### config.mk
export PLATFORM = sky130hd
export DESIGN_NAME = mbc_round
export DESIGN_NICKNAME = d
export VERILOG_FILES = /design/src/hw/rtl/mbc_pkg.sv /design/src/hw/rtl/mbc_round.sv
export SDC_FILE = /design/constraint.sdc
export NUM_CORES = 1
export LEC_CHECK = 0
export BUFFER_PORTS_ARGS = -buffer_cell sky130_fd_sc_hd__buf_2
export CORE_AREA = 5 5 150 152
export DETAILED_ROUTE_END_ITERATION = 8
export DIE_AREA = 0 0 155 157
export PLACE_DENSITY = 0.6
export SKIP_CTS_REPAIR_TIMING = 1
export SLEW_MARGIN = 5
export SYNTH_ARGS = -nofsm -noshare
export SYNTH_HDL_FRONTEND = slang
export SYNTH_SLANG_ARGS = --single-unit
export TNS_END_PERCENT = 100
### constraint.sdc
create_clock -name clk -period 0.8 [get_ports clk]
set_input_delay 0.16 -clock clk [delete_from_list [all_inputs] [get_ports clk]]
set_output_delay 0.16 -clock clk [all_outputs]
set_load 0.05 [all_outputs]
### src/hw/rtl/mbc_pkg.sv
// shared types, s-box tables and round helpers for the magma block cipher
package mbc_pkg;

	localparam int unsigned ROUNDS    = 32;
	localparam int unsigned ROT       = 11;
	localparam int unsigned HALF_W    = 32;
	localparam int unsigned NUM_KEYS  = 8;
	localparam int unsigned NUM_REGS  = 4;
	localparam int unsigned ADDR_W    = 5;
	localparam int unsigned FWD_ROUNDS = 24;

	// register indexes on the configuration port
	localparam logic [1:0] REG_KEY_255_192 = 2'd0;
	localparam logic [1:0] REG_KEY_191_128 = 2'd1;
	localparam logic [1:0] REG_KEY_127_64  = 2'd2;
	localparam logic [1:0] REG_KEY_63_0    = 2'd3;

	localparam logic [3:0] SBOX [8][16] = '{
		'{4'd12, 4'd4,  4'd6,  4'd2,  4'd10, 4'd5,  4'd11, 4'd9,
		  4'd14, 4'd8,  4'd13, 4'd7,  4'd0,  4'd3,  4'd15, 4'd1},
		'{4'd6,  4'd8,  4'd2,  4'd3,  4'd9,  4'd10, 4'd5,  4'd12,
		  4'd1,  4'd14, 4'd4,  4'd7,  4'd11, 4'd13, 4'd0,  4'd15},
		'{4'd11, 4'd3,  4'd5,  4'd8,  4'd2,  4'd15, 4'd10, 4'd13,
		  4'd14, 4'd1,  4'd7,  4'd4,  4'd12, 4'd9,  4'd6,  4'd0},
		'{4'd12, 4'd8,  4'd2,  4'd1,  4'd13, 4'd4,  4'd15, 4'd6,
		  4'd7,  4'd0,  4'd10, 4'd5,  4'd3,  4'd14, 4'd9,  4'd11},
		'{4'd7,  4'd15, 4'd5,  4'd10, 4'd8,  4'd1,  4'd6,  4'd13,
		  4'd0,  4'd9,  4'd3,  4'd14, 4'd11, 4'd4,  4'd2,  4'd12},
		'{4'd5,  4'd13, 4'd15, 4'd6,  4'd9,  4'd2,  4'd12, 4'd10,
		  4'd11, 4'd7,  4'd8,  4'd1,  4'd4,  4'd3,  4'd14, 4'd0},
		'{4'd8,  4'd14, 4'd2,  4'd5,  4'd6,  4'd9,  4'd1,  4'd12,
		  4'd15, 4'd4,  4'd11, 4'd0,  4'd13, 4'd10, 4'd3,  4'd7},
		'{4'd1,  4'd7,  4'd14, 4'd13, 4'd0,  4'd5,  4'd8,  4'd3,
		  4'd4,  4'd15, 4'd10, 4'd6,  4'd9,  4'd12, 4'd11, 4'd2}
	};

	typedef logic [NUM_KEYS-1:0][HALF_W-1:0] round_keys_t;

	// one pipeline slot between two round cells
	typedef struct packed {
		logic              vld;
		logic              dec;
		logic [HALF_W-1:0] a1;
		logic [HALF_W-1:0] a0;
	} mbc_stage_t;

	// zero-based key slot used in encryption round r
	function automatic logic [2:0] enc_key_idx(input int unsigned r);
		logic [2:0] low;
		low = 3'(r % NUM_KEYS);
		if (r < FWD_ROUNDS) begin
			return low;
		end
		return 3'(NUM_KEYS - 1) - low;
	endfunction

	// add key, substitute nibbles, rotate left
	function automatic logic [HALF_W-1:0] g_func(input logic [HALF_W-1:0] a,
			input logic [HALF_W-1:0] k);
		logic [HALF_W-1:0] s;
		logic [HALF_W-1:0] t;
		s = a + k;
		for (int i = 0; i < 8; i++) begin
			t[4*i +: 4] = SBOX[i][s[4*i +: 4]];
		end
		return {t[HALF_W-1-ROT:0], t[HALF_W-1:HALF_W-ROT]};
	endfunction

endpackage

### src/hw/rtl/mbc_round.sv
// one feistel round cell with its output register
module mbc_round import mbc_pkg::*; #(
	parameter int unsigned ROUND = 0
) (
	input  logic        clk,
	input  logic        arst_n,
	input  round_keys_t keys,
	input  mbc_stage_t  stg_in,
	output mbc_stage_t  stg_out
);

	localparam logic [2:0] ENC_IDX = enc_key_idx(ROUND);
	localparam logic [2:0] DEC_IDX = enc_key_idx(ROUNDS - 1 - ROUND);
	localparam bit         LAST    = (ROUND == ROUNDS - 1);

	logic [HALF_W-1:0] rk;
	logic [HALF_W-1:0] f;
	mbc_stage_t        stg_q;

	assign rk = stg_in.dec ? keys[DEC_IDX] : keys[ENC_IDX];
	assign f  = g_func(stg_in.a0, rk) ^ stg_in.a1;

	always_ff @(posedge clk or negedge arst_n) begin
		if (!arst_n) begin
			stg_q <= '0;
		end else begin
			stg_q.vld <= stg_in.vld;
			stg_q.dec <= stg_in.dec;
			if (LAST) begin
				// final round keeps the halves in place
				stg_q.a1 <= f;
				stg_q.a0 <= stg_in.a0;
			end else begin
				stg_q.a1 <= stg_in.a0;
				stg_q.a0 <= f;
			end
		end
	end

	assign stg_out = stg_q;

endmodule

==> run summary, run 1 <==
The depth of the CTS H-tree is 3. The top fanout value on the critical path came out at 4. The average vias per placed instance is 4.43. The top-level I/O count is 390. The final period utilization came out at 332%. The die area came out at between 20000 and 25000 µm². Counting flops and latches in the post-synthesis netlist gives 66. The max-capacitance violation count is 0. Summed over all layers, the global routing overflow is 0. The number of sinks on the clock net came out at 66. The post-layout minimum cycle time is 2.66 ns. Setup repair after global routing could not meet its margin everywhere. The worst setup path category is primary input to flop. The final estimated routing congestion in global placement came out at about 0.8.

The worst setup slack after layout is -1.86 ns. In this run the worst hold path is classified as primary input to flop. The total length of routed wires is between 15000 and 20000 µm.

The wire-length estimate of the detail-placed layout is ~15000 µm. The post-synthesis cell area came out at 5230 µm². CTS placed an instance of clkbuf_16 at the clock tree root. The die is roughly 160 µm tall.

The setup-violating endpoint count in the final report came out at about 100. Once the floorplan was initialized, standard cells occupied about a quarter of the core. In this run the deepest clock path goes through 2 buffers. Compared with the post-synthesis result, the final layout area differs by 90.6%.

The number of violations reported at the end of detailed-routing iteration 0 is between 150 and 200. STA classifies the critical path startpoint as a primary input. The net total in the final layout came out at 1300. The number of max-slew violations in the final report was 0. The routed layout has around 5300 vias.

The number of distinct standard cells referenced by the synthesized netlist is around 60. The number of rows in the core area came out at 53. Synthesis handed over a netlist of about 520 instances.

The count of final hold-check violations is 6. The clock-pin transition on the worst setup and hold timing paths is approximately 0.060 ns. Data arrives at the worst endpoint at between 2 and 3 ns. The total of warnings raised by yosys came out at 0.

The total negative slack is -63.59 ns. The startpoint identified for the worst hold timing path is stg_in[54]. Fill cells in the final layout number around 2000. The synthesized area per cell came out at 10.1 µm². The checks that failed: negative hold slack, negative setup slack. The critical path endpoint category is a flop. The run finished, with violations left.

The worst-case setup slack after placement is -2.33 ns. The number of flip-flops under the largest register name is between 60 and 70. For this run, the register share of the synthesized area comes to 31.6%. The number of global-route vias before repair is about 5200. The clock tree from TritonCTS is built.

The proportion of layout cells with a drive suffix above 1 came out at approximately 58%. The global-route wire length before repair came out at approximately 28000 µm. The upper clock frequency limit came out at between 300 and 400 MHz. Summed over all cells, the static leakage comes to 4.62 nW. The slew at the pin with the worst max-slew slack came out at between 0.3 and 0.4 ns. The TritonCTS buffer count came out at 9. Measured against its own limit, the worst slew margin works out to 74.1%.

The total global routing track utilization came out at 14.9%. The placeable core region is 20900 µm². The final core utilization is between 40% and 50%. Hold timing on the final database bottoms out at a slack of -0.0138 ns.

Power spread over the standard cell area amounts to around 2300 nW/µm². The number of port buffers is around 170. The post-synthesis net count is roughly 910. Across the VDD grid, the largest voltage drop is approximately 1300 µV. The mean routed wirelength per cell is about 16 µm. The data required time of the critical path came out at slightly above 1 ns. The number of DRC violations after detailed routing is 0. The most used flip-flop cell after synthesis is dfrtp_1. The most critical setup path has its startpoint at keys[0]. The pin count of the biggest net entering global routing is 21. After synthesis, the share of flip-flops with an asynchronous set or reset is 100%.

The number of antenna violations at the first check in global routing came out at 4. The die boundary width came out at between 150 and 200 µm. The residual antenna-violating net count after detailed routing is 0. The iteration count of the initial detailed-routing pass is 4.

Yosys mapped a number of flops with a built-in enable equal to 0.
==> final timing paths <==
kind | endpoint | depth (start not counted)
min in group asynchronous | stg_out[42] | 2
max | stg_out[2] | 14
max in group asynchronous | stg_out[2] | 3
min | stg_out[22] | 2
==> Yosys cell counts (all sizes together) (4+ instances only) <==
| cell | instances | share of area, % |
|---|---|---|
| nand3 | 18 | 2.0 |
| ha | 68 | 16 |
| or2 | 4 | 0.48 |
| nand4 | 5 | 0.60 |
| mux2i | 18 | 3.7 |
| o211ai | 9 | 1.7 |
| inv | 34 | 2.4 |
| buf | 6 | 0.57 |
| a211oi | 11 | 2.0 |
| xnor2 | 39 | 7.0 |
| and2 | 9 | 1.1 |
| and3 | 7 | 0.84 |
| nand2 | 31 | 2.2 |
| nor3 | 8 | 0.77 |
| nor2 | 28 | 2.0 |
| a21boi | 4 | 0.57 |
| clkbuf | 7 | 0.50 |
| xor2 | 25 | 4.3 |
| mux4 | 10 | 4.3 |
| a21oi | 36 | 3.9 |
| a31oi | 7 | 1.1 |
| dfrtp | 66 | 32 |
| a21o | 14 | 2.0 |
| o21ai | 15 | 1.5 |
| o21bai | 5 | 0.72 |
==> cells in the final DEF, fill, tap and decap left out, types with 10 or more instances in the layout <==
cell	count
buf_4	164
buf_2	95
buf_6	68
dfrtp_1	66
dlygate4sd3_1	47
ha_1	34
nand2_1	26
ha_4	25
nor2_1	21
xor2_1	21
xnor2_1	20
inv_1	19
a21oi_1	17
buf_12	16
xnor2_2	15
mux2i_1	15
inv_2	14
a21o_1	14
nand3_1	14
a21oi_2	13
mux4_2	10
==> layout make-up <==
type / count / area, µm² / share of cell area, %
well taps: 275 / 344 / 3.45
flip-flops and latches: 66 / 1650 / 16.6
clock inverters: 5 / 30.0 / 0.301
inverters: 34 / 130 / 1.31
multi-input cells: 405 / 4290 / 43.0
repair buffers: 391 / 3280 / 32.9
clock buffers: 11 / 243 / 2.43
diodes: 1 / 2.50 / 0.0251
==> critical path, cell delays in order <==
cell,delay [ns]
buf_8,0.08
ha_4,0.12
inv_2,0.03
fa_2,0.33
nand2b_4,0.16
a211oi_4,0.31
o2111ai_2,0.21
nand2_2,0.13
a21oi_4,0.09
o21ai_2,0.19
xnor2_2,0.17
ha_1,0.29
mux4_2,0.48
xnor2_1,0.13
==> cell families (layout without fill, tap and decap cells) <==
| kind of cell | count (synthesis) | after routing | synth area share (%) |
|---|---|---|---|
| mux | 31 | 31 | 8.78 |
| fa+ha+maj | 69 | 69 | 16.7 |
| flops | 66 | 66 | 31.6 |
| simple gates | 117 | 117 | 10.9 |
| compound gates | 124 | 124 | 17.2 |
| other cells | 0 | 1 | 0 |
| xor+xnor | 64 | 64 | 11.3 |
| buf+inv | 47 | 441 | 3.52 |
==> metal layers <==
| metal | GRT usage [%] | vias up | share of wire [%] | wire, µm |
|---|---|---|---|---|
| met3 | 6.13 | 24 | 9.2 | 1780 |
| met2 | 21.0 | 134 | 43 | 8400 |
| met5 | 0 | - | 0.24 | 46 |
| met4 | 4.42 | 8 | 1.3 | 257 |
| li1 | - | 2629 | - | - |
| met1 | 20.7 | 2468 | 46 | 8930 |
==> power by group <==
| part | internal, mW | total (mW) | leakage, nW | switching (mW) |
|---|---|---|---|---|
| Clock | 2.17 | 3.77 | 0.131 | 1.61 |
| Sequential | 4.21 | 4.69 | 0.769 | 0.485 |
| Combinational | 6.89 | 14.8 | 3.72 | 7.86 |
==> through the flow <==
stage                     power, mW  std cells  instance area (µm²)
after floorplan                12.2        518                 5510
after global placement         16.7       1108                 8080
after detailed placement       16.9       1108                 8080
after CTS                      20.8       1124                 8350
after global routing           24.7       1187                 9970
final                          23.2       1188                 9970
No activity file was read; power rests on OpenSTA's default activity.
==> run 2, diff against run 1 <==
--- a/config.mk
+++ b/config.mk
@@ -5,13 +5,13 @@
 export SDC_FILE = /design/constraint.sdc
 export NUM_CORES = 1
 export LEC_CHECK = 0
-export BUFFER_PORTS_ARGS = -buffer_cell sky130_fd_sc_hd__buf_2
+export BUFFER_PORTS_ARGS = -buffer_cell sky130_fd_sc_hd__buf_4
 export CORE_AREA = 5 5 150 152
 export DETAILED_ROUTE_END_ITERATION = 8
 export DIE_AREA = 0 0 155 157
 export PLACE_DENSITY = 0.6
 export SKIP_CTS_REPAIR_TIMING = 1
-export SLEW_MARGIN = 5
+export SLEW_MARGIN = 20
 export SYNTH_ARGS = -nofsm -noshare
 export SYNTH_HDL_FRONTEND = slang
 export SYNTH_SLANG_ARGS = --single-unit
==> run 2 against run 1 <==
Compared with the run above: the run still ends with negative hold slack, negative setup slack left; worst setup slack got worse by 0.021 ns; sequential power down 0.9%; first-iteration DRC count decreased by 8.5%; power grew 0.90%; count of clock-buffer cells in the layout is the same; combinational power about the same; critical path type unchanged.
==> run summary, run 2 (synthesized netlist as in run 1, its figures left out) <==
The library cell used most frequently in the layout, excluding fill and tap cells, is buf_4. Detailed routing placed a total of ~8400 µm of wire on met2. The number of sinks on the clock net is 66.

The net total in the final layout is around 1300. The proportion of layout cells with a drive suffix above 1 came out at around 55%. The top fanout value on the critical path is 4. The TritonCTS buffer count came out at 9. The die boundary width is 155 µm.

The path class of the tightest hold or removal check is primary input to flop. Input and output buffers added on the ports amount to roughly 170. The die area came out at approximately 24000 µm². The met1 wire length came out at just over 9000 µm. The post-DP HPWL is about 16000 µm. Max-cap violations in this run came to 0.

The area after detailed placement is about 8400 µm². STA classifies the critical path startpoint as a primary input. The post-layout minimum cycle time came out at roughly 2.7 ns. The residual antenna-violating net count after detailed routing is 0. The critical path endpoint category is a flop.

TritonCTS built the clock tree. The post-route total power is ~23 mW. The total via count after detailed routing came out at about 5300. The aggregate global routing overflow is 0. The number of max-slew violations in the final report is 0. For this run, the slowest stage of the critical path takes about 0.48 ns. The number of global-route vias before repair came out at 5238. The met3 wire length is 1800 µm.

For this design, the slowest cell found on the critical path is mux4_2. Dividing total power by cell area gives a power density of between 2000 and 2500 nW/µm². Relative to the synthesized area, the layout overhead comes to 94.2%. The global-route wire length before repair came out at 27700 µm. Before CTS, the worst setup slack after placement is -2.32 ns. The checks that failed: negative hold slack, negative setup slack. Traced cell by cell, the critical path runs through buf_8, ha_4, inv_2, fa_2, nand2b_4, a211oi_4, o2111ai_2, nand2_2, a21oi_4, o21ai_2, xnor2_2, inv_2, ha_4, mux4_2, xnor2_2. The number of antenna violations at the first check in global routing is 1.

The number of placed instances, taps included is 1117. The data required time of the critical path is about 1.0 ns. The headroom to the max-slew limit is between 60% and 70%. The total length of routed wires came out at just under 20000 µm. The tree is rooted in a clkbuf_16.

The count of final hold-check violations is 2. The vertical extent of the die is 157 µm. The register with the most flip-flops in the layout has 66 of them. The final period utilization is 335%. The maximum clock insertion buffer count is 2. Hold timing on the final database bottoms out at a slack of -0.00224 ns. The number of rows in the core area is 53. The data arrival time of the worst path is 2.91 ns. During I/O placement, the number of pins put on the boundary was 390. The depth of the CTS H-tree came out at 3. The detailed router finished its first iteration with about 170 violations. After routing the design area is 10200 µm². At the pin with the least slew margin, the transition time is between 0.4 and 0.5 ns. The setup path with the least slack is of type primary input to flop.

The leakage power summed over all cells is roughly 4.7 nW. The clock-pin transition on the worst setup and hold timing paths came out at about 0.060 ns. The starting density of the core is approximately a quarter.

The pin count of the biggest net entering global routing came out at 33. The finished layout holds ~1200 standard cells, fillers aside. The iteration count of the initial detailed-routing pass is 4. The worst setup slack after layout is -1.88 ns. The final estimated routing congestion in global placement came out at ~0.82. In the routed layout, each cell is associated on average with a via count of 4.41. The topmost layer with routed signal wires is met4. The peak supply drop came out at 1370 µV.

Setup violations remaining at the end of the flow were counted as 98. The number of DRC violations after detailed routing is 0. The flow ran to the end, but the final reports show violations. The placeable core region is 20900 µm². Across every metal layer, demand over resource in global routing totals 14.8%.

Setup repair after global routing could not meet its margin everywhere. Leaving out fill and tap cells, the most frequent cells in the layout are buf_4, buf_6, dfrtp_1. After detailed routing, the average wire length per cell comes to between 15 and 20 µm. The number of filler cells placed in the layout came out at 1916. The upper clock frequency limit came out at 373 MHz.
==> run 2: metrics by stage <==
step	TNS [ns]	hold WS, ns	utilization, %
5_1_grt	-68.58	0.000118	48.6
4_1_cts	-69.95	-0.235	41.5
6_report	-63.54	-0.00224	48.6
3_3_place_gp	-62.01	0.136	40.0
3_5_place_dp	-63.54	0.137	40.0
2_1_floorplan	-52.86	-0.136	-
==> run 2: cell type report <==
cell class / count / area [µm²] / area share (%)
Antenna cell: 1 / 2.50 / 0.0246
Inverter: 34 / 128 / 1.26
Clock inverter: 5 / 61.3 / 0.604
Clock buffer: 11 / 253 / 2.49
Tap cell: 275 / 344 / 3.39
Multi-Input combinational cell: 405 / 4150 / 40.9
Timing Repair Buffer: 408 / 3560 / 35.1
Sequential cell: 66 / 1650 / 16.3
==> run 2: layer usage <==
layer	global-route usage (%)	vias up
li1	-	2661
met5	0	-
met1	20.3	2490
met2	20.8	152
met3	6.76	15
met4	4.58	0
==> run 2: final timing paths <==
kind	start	to	slack, ns	cells past startpoint
worst max-delay path	stg_in[0]	stg_out[31]	-1.88	15
worst min-delay path	stg_in[61]	stg_out[29]	-0.002	2
max in group asynchronous	arst_n	stg_out[29]	0.25	3
min in group asynchronous	arst_n	stg_out[42]	0.32	3
==> run 2: power by group <==
part | total [mW] | leakage [nW] | switching [mW] | internal, mW
clock | 4.21 | 0.144 | 1.62 | 2.59
combinational | 14.6 | 3.82 | 7.80 | 6.76
sequential | 4.65 | 0.769 | 0.448 | 4.20
==> run 2: worst max-delay path: cells and delay by family <==
kind                     cells  cell delay, ns
AO/OA/AOI/OAI                4            0.78
XOR/XNOR                     2            0.31
adder cells (fa/ha/maj)      3            0.64
buffers and inverters        3            0.23
multiplexers                 1            0.48
AND/OR/NAND/NOR              2            0.29
==> run 3, diff against run 2 <==
--- a/config.mk
+++ b/config.mk
@@ -7,6 +7,7 @@
 export LEC_CHECK = 0
 export BUFFER_PORTS_ARGS = -buffer_cell sky130_fd_sc_hd__buf_4
 export CORE_AREA = 5 5 150 152
+export CTS_BUF_LIST = sky130_fd_sc_hd__clkbuf_16
 export DETAILED_ROUTE_END_ITERATION = 8
 export DIE_AREA = 0 0 155 157
 export PLACE_DENSITY = 0.6
==> run 3 against run 2 <==
Compared with the run above: the flow still finishes with violations (negative hold slack, negative setup slack); clock power is 5% lower; hold slack got worse by 0.0013 ns; critical path depth unchanged; power fell by 0.76%; largest cell class unchanged.
==> run summary, run 3 (synthesized netlist as in run 1, its figures left out) <==
The number of max-slew violations in the final report came out at 0. The final period utilization is 336%. Leaving out fill and tap cells, the most frequent cell in the layout is buf_4. Leaving out fill and tap cells, the most frequent cells in the layout are buf_4, buf_6, dfrtp_1.

CTS saw 66 sinks. The register with the most flip-flops in the layout has 66 of them. The upper clock frequency limit is between 300 and 400 MHz. The die area is 24300 µm². The post-DP HPWL is about 16000 µm. The proportion of layout cells with a drive suffix above 1 came out at between 50 and 60%. TritonCTS built the clock tree.

Dividing the detail-routed wire length by the instance count gives approximately 16 µm. The number of DRC violations after detailed routing is 0. The tree is rooted in a clkbuf_16.

The pin count of the biggest net entering global routing came out at 33. Data on the critical path arrives at its endpoint at between 2 and 3 ns. The top fanout value on the critical path is 4. The critical path endpoint category is a flop. The depth of the CTS H-tree came out at 3.

Setup repair after global routing could not meet its margin everywhere. The checks that failed: negative hold slack, negative setup slack. The headroom to the max-slew limit is ~67%. The average vias per placed instance came out at 4.41. The net total in the final layout came out at around 1300. The total negative slack came out at -63.63 ns. From left edge to right edge, the die measures ~160 µm. The kind of start point of the critical path is a primary input. The number of rows in the core area is 53. The setup-violating endpoint count in the final report came out at about 100.

The total via count after detailed routing came out at roughly 5300. The number of antenna violations at the first check in global routing is 1. The count of final hold-check violations is 2. The flow ran to the end, but the final reports show violations. The number of global-route vias before repair is between 5000 and 6000. Measured along the y axis, the die boundary spans roughly 160 µm. The max-capacitance violation count is 0. For this design the top-level I/O count stands at about 400.

The iteration count of the initial detailed-routing pass came out at 4. The worst-case setup slack after placement came out at -2.32 ns. The total global routing track utilization is between 10% and 20%. The maximum clock insertion buffer count is 2. The data required time of the critical path came out at about 1.0 ns.

The global-route wire length before repair is ~28000 µm. The residual antenna-violating net count after detailed routing is 0. The TritonCTS buffer count came out at 9. The worst hold slack across all endpoints is -0.00357 ns. The placeable core region came out at about 21000 µm². The aggregate global routing overflow came out at 0. The total length of routed wires came out at roughly 20000 µm. At the end of routability-driven placement, the weighted congestion stood at about 0.8.

The layout-stage area growth over the synthesis result came out at 94.0%. The starting density of the core came out at 25.0%. The clock-pin transition on the worst setup and hold timing paths came out at about 0.060 ns. The worst setup path is of the primary input to flop kind. The peak supply drop is approximately 1400 µV. The ratio of total power to cell area is between 2000 and 2500 nW/µm². For this design the static power due to leakage is 4.72 nW.

The post-layout minimum cycle time came out at around 2.7 ns. The worst setup slack after layout is -1.89 ns. The slew at the pin with the worst max-slew slack came out at roughly 0.49 ns. The first routing iteration left roughly 180 violations.

Buffers placed on the I/O ports in this run total between 150 and 200. The path class of the tightest hold or removal check is primary input to flop.
==> run 3: cell types whose count changed in the layout (fill, tap and decap cells not counted) <==
cell | previous run | this run
inv_2 | 9 | 8
inv_4 | 0 | 1
diode_2 | 1 | 2
clkinv_1 | 0 | 2
clkbuf_8 | 2 | 0
buf_4 | 267 | 268
==> run 3: critical path, stage by stage <==
cell and delay [ns]:
buf_8 0.08, ha_4 0.12, inv_2 0.03, fa_2 0.35, nand2b_4 0.16, a211oi_4 0.30, o2111ai_2 0.21, nand2_2 0.14
a21oi_4 0.07, o21ai_2 0.19, xnor2_2 0.17, inv_2 0.12, ha_4 0.17, mux4_2 0.48, xnor2_2 0.14
==> run 3: cell type report <==
class,count,area (µm²)
clock inverters,7,68.8
inverters,34,130
flip-flops and latches,66,1650
well taps,275,344
diodes,2,5.00
multi-input cells,405,4150
fillers,1922,10700
repair buffers,409,3570
clock buffers,9,225
==> run 3: power by group <==
group          switching [mW]  leakage, nW  internal, mW
sequential              0.448        0.769          4.20
combinational            7.81         3.82          6.77
clock                    1.61        0.133          2.40
==> run 3: metrics by stage <==
stage               util [%]  std cells  power [mW]  cell area, µm²  hold slack [ns]
floorplan                  -        518        12.2            5510           -0.136
global placement        40.0       1117        17.0            8360            0.136
detailed placement      40.0       1117        17.1            8360            0.137
global route            48.6       1206        24.6           10100         0.000604
finish                  48.6       1207        23.2           10100         -0.00357
CTS                     41.4       1133        21.3            8660           -0.235
==> run 3: metal layers <==
layer,wire length [µm],global-route usage [%]
met1,9090,20.2
met2,8410,20.9
met3,1840,6.76
met4,352,4.58
met5,0,0
==> run 3: worst paths after layout <==
kind | start | end | slack [ns] | cells past startpoint
max | stg_in[0] | stg_out[31] | -1.89 | 15
min | stg_in[61] | stg_out[29] | -0.004 | 2
max in group asynchronous | arst_n | stg_out[29] | 0.26 | 3
min in group asynchronous | arst_n | stg_out[42] | 0.32 | 3
